--- src/dltc_pkg.sv ---
// Shared types, constants and calendar helper functions for the local time converter.
package dltc_pkg;

    localparam int YEAR_W  = 12;
    localparam int MONTH_W = 4;
    localparam int DAY_W   = 5;
    localparam int HOUR_W  = 5;
    localparam int MIN_W   = 6;
    localparam int OFS_W   = 6;
    localparam int RULE_W  = 2;
    localparam int H_W     = 7;
    localparam int YY_W    = 7;
    localparam int CENT_W  = 6;

    localparam logic [RULE_W-1:0] RULE_NONE = 2'd0;
    localparam logic [RULE_W-1:0] RULE_EU   = 2'd1;
    localparam logic [RULE_W-1:0] RULE_US   = 2'd2;

    localparam logic REG_ZONE_OFFSET = 1'b0;
    localparam logic REG_DST_RULE    = 1'b1;

    localparam logic [12:0] DIV100_MUL   = 13'd5243;
    localparam int          DIV100_SHIFT = 19;
    localparam int          PROD_W       = YEAR_W + 13;

    localparam logic [MONTH_W-1:0] MONTH_MAR = 4'd3;
    localparam logic [MONTH_W-1:0] MONTH_APR = 4'd4;
    localparam logic [MONTH_W-1:0] MONTH_SEP = 4'd9;
    localparam logic [MONTH_W-1:0] MONTH_OCT = 4'd10;
    localparam logic [MONTH_W-1:0] MONTH_NOV = 4'd11;

    localparam logic [3:0] KEY_MAR = 4'd3;
    localparam logic [3:0] KEY_OCT = 4'd0;
    localparam logic [3:0] KEY_NOV = 4'd3;

    localparam logic [DAY_W-1:0] EU_FIRST     = 5'd25;
    localparam logic [DAY_W-1:0] US_MAR_FIRST = 5'd8;
    localparam logic [DAY_W-1:0] US_NOV_FIRST = 5'd1;

    localparam logic [6:0] HOURS_PER_DAY = 7'd24;

    typedef struct packed {
        logic signed [OFS_W-1:0] zone_offset_hours;
        logic [RULE_W-1:0]       dst_rule;
    } cfg_t;

    typedef struct packed {
        logic [MONTH_W-1:0]  month;
        logic [DAY_W-1:0]    day;
        logic signed [H_W-1:0] h;
        logic [MIN_W-1:0]    minute;
        logic [RULE_W-1:0]   rule;
    } item_t;

    typedef struct packed {
        item_t      item;
        logic [2:0] year_key;
        logic [2:0] cent_code;
    } key_t;

    function automatic logic [2:0] century_code(input logic [1:0] c);
        logic [2:0] r;
        unique case (c)
            2'd0: r = 3'd6;
            2'd1: r = 3'd4;
            2'd2: r = 3'd2;
            2'd3: r = 3'd0;
            default: r = 3'd0;
        endcase
        return r;
    endfunction

    function automatic logic [2:0] mod7(input logic [6:0] x);
        logic [6:0] v;
        v = x;
        if (v >= 7'd112) v = v - 7'd112;
        if (v >= 7'd56)  v = v - 7'd56;
        if (v >= 7'd28)  v = v - 7'd28;
        if (v >= 7'd14)  v = v - 7'd14;
        if (v >= 7'd7)   v = v - 7'd7;
        return v[2:0];
    endfunction

    function automatic logic [DAY_W-1:0] first_sunday(input logic [3:0] base,
                                                      input logic [DAY_W-1:0] first);
        logic [2:0] s;
        logic [2:0] step;
        s    = mod7(7'(base) + 7'(first));
        step = (s == 3'd0) ? 3'd0 : 3'd7 - s;
        return first + DAY_W'(step);
    endfunction

endpackage

--- src/dltc_cfg.sv ---
// Configuration registers behind the APB-style port.
module dltc_cfg (
    input  logic                 clk,
    input  logic                 rst_n,
    input  logic                 psel,
    input  logic                 penable,
    input  logic                 pwrite,
    input  logic [2:0]           paddr,
    input  logic [31:0]          pwdata,
    output logic [31:0]          prdata,
    output logic                 pready,
    output dltc_pkg::cfg_t       cfg
);
    import dltc_pkg::*;

    logic signed [OFS_W-1:0] zone_offset_reg;
    logic [RULE_W-1:0]       dst_rule_reg;
    logic                    wr_en;

    assign pready = 1'b1;
    assign wr_en  = psel & penable & pwrite & pready;

    always_ff @(posedge clk or negedge rst_n)
    begin
        if (!rst_n)
        begin
            zone_offset_reg <= '0;
            dst_rule_reg    <= RULE_NONE;
        end
        else if (wr_en)
        begin
            unique case (paddr[2])
                REG_ZONE_OFFSET: zone_offset_reg <= $signed(pwdata[OFS_W-1:0]);
                REG_DST_RULE:    dst_rule_reg    <= pwdata[RULE_W-1:0];
                default:         dst_rule_reg    <= dst_rule_reg;
            endcase
        end
    end

    always_comb
    begin
        unique case (paddr[2])
            REG_ZONE_OFFSET: prdata = 32'(signed'(zone_offset_reg));
            REG_DST_RULE:    prdata = 32'(dst_rule_reg);
            default:         prdata = '0;
        endcase
    end

    assign cfg.zone_offset_hours = zone_offset_reg;
    assign cfg.dst_rule          = dst_rule_reg;

endmodule

--- src/dltc_year_key.sv ---
// Pipeline stages one to three: split the year into century and year of century, form keys.
module dltc_year_key (
    input  logic                              clk,
    input  logic                              rst_n,
    input  logic                              en,
    input  logic                              in_valid,
    input  logic [dltc_pkg::YEAR_W-1:0]       year,
    input  logic [dltc_pkg::MONTH_W-1:0]      month,
    input  logic [dltc_pkg::DAY_W-1:0]        day_of_month,
    input  logic [dltc_pkg::HOUR_W-1:0]       hour,
    input  logic [dltc_pkg::MIN_W-1:0]        minute,
    input  dltc_pkg::cfg_t                    cfg,
    output logic                              key_valid,
    output dltc_pkg::key_t                    key
);
    import dltc_pkg::*;

    logic                  s1_valid_reg;
    item_t                 s1_item_reg;
    logic [YEAR_W-1:0]     s1_year_reg;
    logic [PROD_W-1:0]     s1_prod_reg;

    logic                  s2_valid_reg;
    item_t                 s2_item_reg;
    logic [YY_W-1:0]       s2_yy_reg;
    logic [2:0]            s2_cc_reg;

    logic                  s3_valid_reg;
    item_t                 s3_item_reg;
    logic [2:0]            s3_ym_reg;
    logic [2:0]            s3_cc_reg;

    item_t                 item_in;
    logic [CENT_W-1:0]     cent;
    logic [YEAR_W-1:0]     yy_full;

    always_comb
    begin
        item_in.month  = month;
        item_in.day    = day_of_month;
        item_in.h      = $signed({2'b00, hour})
                       + $signed({cfg.zone_offset_hours[OFS_W-1], cfg.zone_offset_hours});
        item_in.minute = minute;
        item_in.rule   = cfg.dst_rule;
    end

    assign cent    = s1_prod_reg[DIV100_SHIFT +: CENT_W];
    assign yy_full = s1_year_reg - YEAR_W'(cent) * YEAR_W'(100);

    always_ff @(posedge clk or negedge rst_n)
    begin
        if (!rst_n)
        begin
            s1_valid_reg <= 1'b0;
            s2_valid_reg <= 1'b0;
            s3_valid_reg <= 1'b0;
        end
        else if (en)
        begin
            s1_valid_reg <= in_valid;
            s2_valid_reg <= s1_valid_reg;
            s3_valid_reg <= s2_valid_reg;
        end
    end

    always_ff @(posedge clk)
    begin
        if (en)
        begin
            s1_item_reg <= item_in;
            s1_year_reg <= year;
            s1_prod_reg <= PROD_W'(year) * PROD_W'(DIV100_MUL);

            s2_item_reg <= s1_item_reg;
            s2_yy_reg   <= yy_full[YY_W-1:0];
            s2_cc_reg   <= century_code(cent[1:0]);

            s3_item_reg <= s2_item_reg;
            s3_ym_reg   <= mod7(YY_W'(s2_yy_reg[YY_W-1:2]) + s2_yy_reg);
            s3_cc_reg   <= s2_cc_reg;
        end
    end

    assign key_valid     = s3_valid_reg;
    assign key.item      = s3_item_reg;
    assign key.year_key  = s3_ym_reg;
    assign key.cent_code = s3_cc_reg;

    a_yy_range: assert property (@(posedge clk) disable iff (!rst_n)
        s2_valid_reg |-> (s2_yy_reg < 7'd100))
        else $error("year of century out of range");

endmodule

--- src/dltc_dst_eval.sv ---
// Pipeline stages four and five: find the switch Sundays, decide daylight saving, wrap the hour.
module dltc_dst_eval (
    input  logic                              clk,
    input  logic                              rst_n,
    input  logic                              en,
    input  logic                              key_valid,
    input  dltc_pkg::key_t                    key,
    output logic                              out_valid,
    output logic [dltc_pkg::HOUR_W-1:0]       local_hour,
    output logic [dltc_pkg::MIN_W-1:0]        local_minute,
    output logic                              dst_active
);
    import dltc_pkg::*;

    logic              s4_valid_reg;
    item_t             s4_item_reg;
    logic [DAY_W-1:0]  s4_eu_mar_reg;
    logic [DAY_W-1:0]  s4_eu_oct_reg;
    logic [DAY_W-1:0]  s4_us_mar_reg;
    logic [DAY_W-1:0]  s4_us_nov_reg;

    logic              s5_valid_reg;
    logic [HOUR_W-1:0] s5_hour_reg;
    logic [MIN_W-1:0]  s5_minute_reg;
    logic              s5_dst_reg;

    logic [3:0]        base;
    logic              eu_on;
    logic              us_on;
    logic              dst;
    logic              h_ge1;
    logic              h_ge2;
    logic [6:0]        wrap;

    assign base = 4'(key.year_key) + 4'(key.cent_code);

    always_comb
    begin
        h_ge1 = s4_item_reg.h >= 7'sd1;
        h_ge2 = s4_item_reg.h >= 7'sd2;

        eu_on = 1'b0;
        if (s4_item_reg.month >= MONTH_APR && s4_item_reg.month <= MONTH_SEP)
            eu_on = 1'b1;
        else if (s4_item_reg.month == MONTH_MAR)
            eu_on = (s4_item_reg.day == s4_eu_mar_reg) ? h_ge1
                                                       : (s4_item_reg.day > s4_eu_mar_reg);
        else if (s4_item_reg.month == MONTH_OCT)
            eu_on = (s4_item_reg.day == s4_eu_oct_reg) ? !h_ge1
                                                       : (s4_item_reg.day < s4_eu_oct_reg);

        us_on = 1'b0;
        if (s4_item_reg.month >= MONTH_APR && s4_item_reg.month <= MONTH_OCT)
            us_on = 1'b1;
        else if (s4_item_reg.month == MONTH_MAR)
            us_on = (s4_item_reg.day == s4_us_mar_reg) ? h_ge2
                                                       : (s4_item_reg.day > s4_us_mar_reg);
        else if (s4_item_reg.month == MONTH_NOV)
            us_on = (s4_item_reg.day == s4_us_nov_reg) ? !h_ge1
                                                       : (s4_item_reg.day < s4_us_nov_reg);

        priority case (s4_item_reg.rule)
            RULE_EU: dst = eu_on;
            RULE_US: dst = us_on;
            default: dst = 1'b0;
        endcase

        // The biased sum is always positive, so the wrap needs only subtractions.
        wrap = 7'(s4_item_reg.h) + 7'd48 + 7'(dst);
        if (wrap >= 7'd96)          wrap = wrap - 7'd96;
        if (wrap >= 7'd48)          wrap = wrap - 7'd48;
        if (wrap >= HOURS_PER_DAY)  wrap = wrap - HOURS_PER_DAY;
    end

    always_ff @(posedge clk or negedge rst_n)
    begin
        if (!rst_n)
        begin
            s4_valid_reg <= 1'b0;
            s5_valid_reg <= 1'b0;
        end
        else if (en)
        begin
            s4_valid_reg <= key_valid;
            s5_valid_reg <= s4_valid_reg;
        end
    end

    always_ff @(posedge clk)
    begin
        if (en)
        begin
            s4_item_reg   <= key.item;
            s4_eu_mar_reg <= first_sunday(base + KEY_MAR, EU_FIRST);
            s4_eu_oct_reg <= first_sunday(base + KEY_OCT, EU_FIRST);
            s4_us_mar_reg <= first_sunday(base + KEY_MAR, US_MAR_FIRST);
            s4_us_nov_reg <= first_sunday(base + KEY_NOV, US_NOV_FIRST);

            s5_hour_reg   <= wrap[HOUR_W-1:0];
            s5_minute_reg <= s4_item_reg.minute;
            s5_dst_reg    <= dst;
        end
    end

    assign out_valid    = s5_valid_reg;
    assign local_hour   = s5_hour_reg;
    assign local_minute = s5_minute_reg;
    assign dst_active   = s5_dst_reg;

    a_hour_range: assert property (@(posedge clk) disable iff (!rst_n)
        s5_valid_reg |-> (s5_hour_reg < 5'd24))
        else $error("local hour out of range");

    a_no_rule_no_dst: assert property (@(posedge clk) disable iff (!rst_n)
        (en && s4_valid_reg && s4_item_reg.rule == RULE_NONE) |=> !s5_dst_reg)
        else $error("daylight saving applied without a rule");

    a_stall_holds: assert property (@(posedge clk) disable iff (!rst_n)
        (s5_valid_reg && !en) |=> (s5_valid_reg && $stable(s5_hour_reg)
                                   && $stable(s5_dst_reg)))
        else $error("result changed while stalled");

endmodule

--- src/dst_local_time_converter_top.sv ---
// Top level of the local time converter with daylight-saving rules.
//
// Requests enter on the in_valid / in_ready channel carrying a reference date and
// time; each request yields exactly one result on the out_valid / out_ready channel
// with the local hour, the unchanged minute and a daylight-saving flag.
// The zone offset and the rule are set through the APB-style port; write them only
// while no request is in flight.
// The datapath is a five-stage pipeline: the year is split into century and year of
// century by a reciprocal multiply, the year key is reduced modulo 7, the switch
// Sundays are found, and the final stage decides daylight saving and wraps the hour.
// A request passes through the registered stages s1 to s5 before out_valid rises;
// one request is accepted every cycle while the output side keeps up.
// When the receiver holds out_ready low with a result waiting, the whole pipeline
// freezes and in_ready drops; nothing is lost or repeated.
// Reset clears all valid bits and sets both registers to zero, which means no offset
// and no daylight saving.
module dst_local_time_converter_top (
    input  logic                              clk,
    input  logic                              rst_n,
    input  logic                              psel,
    input  logic                              penable,
    input  logic                              pwrite,
    input  logic [2:0]                        paddr,
    input  logic [31:0]                       pwdata,
    output logic [31:0]                       prdata,
    output logic                              pready,
    input  logic                              in_valid,
    output logic                              in_ready,
    input  logic [dltc_pkg::YEAR_W-1:0]       year,
    input  logic [dltc_pkg::MONTH_W-1:0]      month,
    input  logic [dltc_pkg::DAY_W-1:0]        day_of_month,
    input  logic [dltc_pkg::HOUR_W-1:0]       hour,
    input  logic [dltc_pkg::MIN_W-1:0]        minute,
    output logic                              out_valid,
    input  logic                              out_ready,
    output logic [dltc_pkg::HOUR_W-1:0]       local_hour,
    output logic [dltc_pkg::MIN_W-1:0]        local_minute,
    output logic                              dst_active
);
    import dltc_pkg::*;

    cfg_t  cfg;
    key_t  key;
    logic  key_valid;
    logic  en;

    assign en       = !out_valid || out_ready;
    assign in_ready = en;

    dltc_cfg u_cfg (
        .clk     (clk),
        .rst_n   (rst_n),
        .psel    (psel),
        .penable (penable),
        .pwrite  (pwrite),
        .paddr   (paddr),
        .pwdata  (pwdata),
        .prdata  (prdata),
        .pready  (pready),
        .cfg     (cfg)
    );

    dltc_year_key u_year_key (
        .clk          (clk),
        .rst_n        (rst_n),
        .en           (en),
        .in_valid     (in_valid),
        .year         (year),
        .month        (month),
        .day_of_month (day_of_month),
        .hour         (hour),
        .minute       (minute),
        .cfg          (cfg),
        .key_valid    (key_valid),
        .key          (key)
    );

    dltc_dst_eval u_dst_eval (
        .clk          (clk),
        .rst_n        (rst_n),
        .en           (en),
        .key_valid    (key_valid),
        .key          (key),
        .out_valid    (out_valid),
        .local_hour   (local_hour),
        .local_minute (local_minute),
        .dst_active   (dst_active)
    );

endmodule
--- config.mk ---
export PLATFORM = sky130hd
export DESIGN_NAME = dst_local_time_converter_top
export DESIGN_NICKNAME = d
export VERILOG_FILES = /design/src/dltc_pkg.sv /design/src/dltc_cfg.sv /design/src/dltc_year_key.sv /design/src/dltc_dst_eval.sv /design/src/dst_local_time_converter_top.sv
export SDC_FILE = /design/constraint.sdc
export NUM_CORES = 1
export LEC_CHECK = 0
export ABC_CLOCK_PERIOD_IN_PS = 7130
export BUFFER_PORTS_ARGS = -buffer_cell sky130_fd_sc_hd__clkbuf_2
export CORE_AREA = 2 2 186 188
export CTS_CLUSTER_DIAMETER = 60
export DETAILED_ROUTE_END_ITERATION = 8
export DIE_AREA = 0 0 188 190
export RECOVER_POWER = 25
export SKIP_CTS_REPAIR_TIMING = 1
export SLEW_MARGIN = 0
export SYNTH_ARGS = -nofsm -noshare
export SYNTH_HDL_FRONTEND = slang
export SYNTH_SLANG_ARGS = --single-unit
--- constraint.sdc ---
create_clock -name clk -period 7.13 [get_ports clk]
set_input_delay 1.0695 -clock clk [delete_from_list [all_inputs] [get_ports clk]]
set_output_delay 1.0695 -clock clk [all_outputs]
set_load 0.01 [all_outputs]
==> results.toml <==
[yosys]
ys_seq_area_share_pct = 41.7
synthTopCellsByArea = "edfxtp_1, ha_1, fa_1"
ys.flop_type = "edfxtp_1"
syn_inst = 1017
synth_cell_types = 86
syn_area_per_cell_um2 = 11.5
synth_edf_count = 151
synth_area_mm2 = 0.0117
yosys_register_bits = 164
async_reset_ff_share_pct = 7.93
synth_warnings = 0
synth_top_area_share_pct = 38.9
yosys.area.top_type = "edfxtp_1"

[global_routing]
grt_overflow_total = 0
track_usage_pct = 11.3
grt_pass1_vias = 7233
antenna_found_initial = 0
grt_max_degree = 80
grt_pass1_wl_um = 33300

[critical_path]
critPathCaptureType = "flip-flop"
crit_family = "compound AO/OA/AOI/OAI gates"
worst-path-buf-inv = 2
crit_required_ps = 7300
worst-path-max-fanout = 6
worstSetupPathType = "flip-flop to flip-flop"
critPathSlowestCell = "edfxtp_1"
max_stage_delay_ps = 430
cpMostUsedCell = "ha_1"
startpoint_type = "flip-flop"
cp.arrival_ps = 6910

[job]
maxCapViolCount = 0

[route]
wirelength_um = 19900
drc = 0
first_pass_iters = 4
first_iter_violations = 455
vias = 7529
wire_per_inst_um = 12.6
viasPerCell = 4.79
ant_nets = 0

[final_layout]
drive_gt1_share_pct = 17.4
final_nets = 1383
area_delta_synth_final_pct = 13.5
num_antenna_cells = 0

[clocking]
cts_inserted_buffers = 17
clockBufferDepth = 2
htree_levels = 4
clk_latency_ps = 430
clkTransAtPathRegs_ps = 70
numClockSinks = 164
cts_tree = "done"
cts_root_buf = "clkbuf_16"

[outcome]
status = "completed"

[floorplan]
dieArea_mm2 = 0.0357
die_h_um = 190
core-area_mm2 = 0.0339
initial_core_util_pct = 34.4
fp-row-count = 68
die_x_um = 188
io_pins = 121

[timing]
tns_ps = 0
fmaxAchievable_mhz = 149
setup_viol = 0
maxSlewViolCount = 0
min_period_ps = 6730
clock_skew_ps = 19.1
tightestPinTransition_ps = 968
final_hold_viol_count = 0
maxSlewHeadroom_pct = 35.5
fin_crit_sh_pct = 94.4
grt_setup_unrepaired = "false"

[placement]
io_buffers = 91
gp_congestion = 0.807
hpwlAfterDp_um = 15400

[worst_hold_path]
hp-class = "flip-flop to flip-flop"
==> final cells by class <==
cell class | count | area, µm²
Fill cell | 3235 | 20700
Multi-Input combinational cell | 676 | 6080
Sequential cell | 164 | 4860
Timing Repair Buffer | 109 | 589
Tap cell | 455 | 569
Inverter | 137 | 514
Clock buffer | 17 | 425
Clock inverter | 15 | 199
==> worst paths after layout <==
path / start / to / slack (ps) / cells past startpoint
max in group asynchronous: rst_n / u_year_key.s2_valid_reg / 6020 / 1
hold / removal: u_year_key.key[24] / u_dst_eval.s4_item_reg[18] / 410 / 0
min in group asynchronous: rst_n / u_cfg.zone_offset_reg[3] / 660 / 1
setup reg to reg: u_year_key.s2_yy_reg[1] / u_year_key.s3_ym_reg[1] / 400 / 28
setup / recovery: u_year_key.s2_yy_reg[1] / u_year_key.s3_ym_reg[1] / 400 / 28
hold reg to reg: u_year_key.key[24] / u_dst_eval.s4_item_reg[18] / 410 / 0
==> cell families (layout without fill, tap and decap cells) <==
family	after synthesis	after routing	synth area share, %
buffers and inverters	179	278	6.71
adders and majority gates	204	204	25.0
other	2	4	0.0644
and+or+nand+nor	190	190	8.35
xor gates and xnor gates	41	41	3.26
DFF	164	164	41.7
AOI/OAI and AO/OA	209	209	12.2
muxes	28	28	2.72
==> per-layer routing <==
metal | vias to the layer above | wire length [µm] | global-route usage, %
li1 | 3818 | - | -
met1 | 3605 | 9430 | 14.5
met2 | 94 | 9780 | 19.7
met3 | 12 | 491 | 2.12
met4 | 0 | 174 | 3.03
met5 | - | 0 | 0
==> Yosys cell counts, drive strengths merged (4+ instances only) <==
library cell,instances
nor2,48
nand3,20
a31oi,10
o211ai,9
ha,155
nor3b,4
nand2,39
a21o,24
nor3,13
o21ai,35
a21oi,55
edfxtp,151
fa,49
a211oi,10
or2,6
and2,6
buf,29
clkbuf,13
xnor2,30
dfrtp,13
nor2b,7
nand2b,17
o22ai,8
mux2,21
o21a,5
a22oi,5
or3,6
o21bai,6
inv,134
mux2i,7
xor2,10
nand4,6
==> worst reg2reg max path: cells and delay by family, from the launching register on <==
kind / cells / cell delay [ps]
xor+xnor: 2 / 320
buf+inv: 2 / 210
flops: 1 / 430
fa+ha+maj: 7 / 1610
compound gates: 11 / 2440
simple gates: 5 / 1170
mux: 1 / 310
==> placed cells by master (no fill, tap or decap), drive strengths merged, types with 12 or more instances in the layout <==
| cell type | n |
|---|---|
| inv | 140 |
| nand3 | 20 |
| nor3 | 13 |
| edfxtp | 151 |
| o21ai | 35 |
| clkinv | 12 |
| dfrtp | 13 |
| nor2 | 48 |
| nand2 | 39 |
| mux2 | 21 |
| a21o | 24 |
| clkbuf | 108 |
| buf | 18 |
| xnor2 | 30 |
| a21oi | 55 |
| nand2b | 17 |
| fa | 49 |
| ha | 155 |
==> per-stage QoR <==
step | instances | setup slack, ps | utilization [%] | area (µm²) | hold slack (ps)
3_3_place_gp | 1540 | 190 | 37.0 | 12600 | 400
4_1_cts | 1572 | 101 | 38.8 | 13200 | 414
3_5_place_dp | 1540 | 140 | 37.0 | 12600 | 405
2_1_floorplan | 1019 | 346 | - | 11700 | 400
5_1_grt | 1573 | 54.1 | 39.0 | 13200 | 424
6_report | 1573 | 397 | 39.0 | 13200 | 413
Power is not shown: default switching activity piles up to over one toggle a cycle in this logic, so the estimate is an artifact.
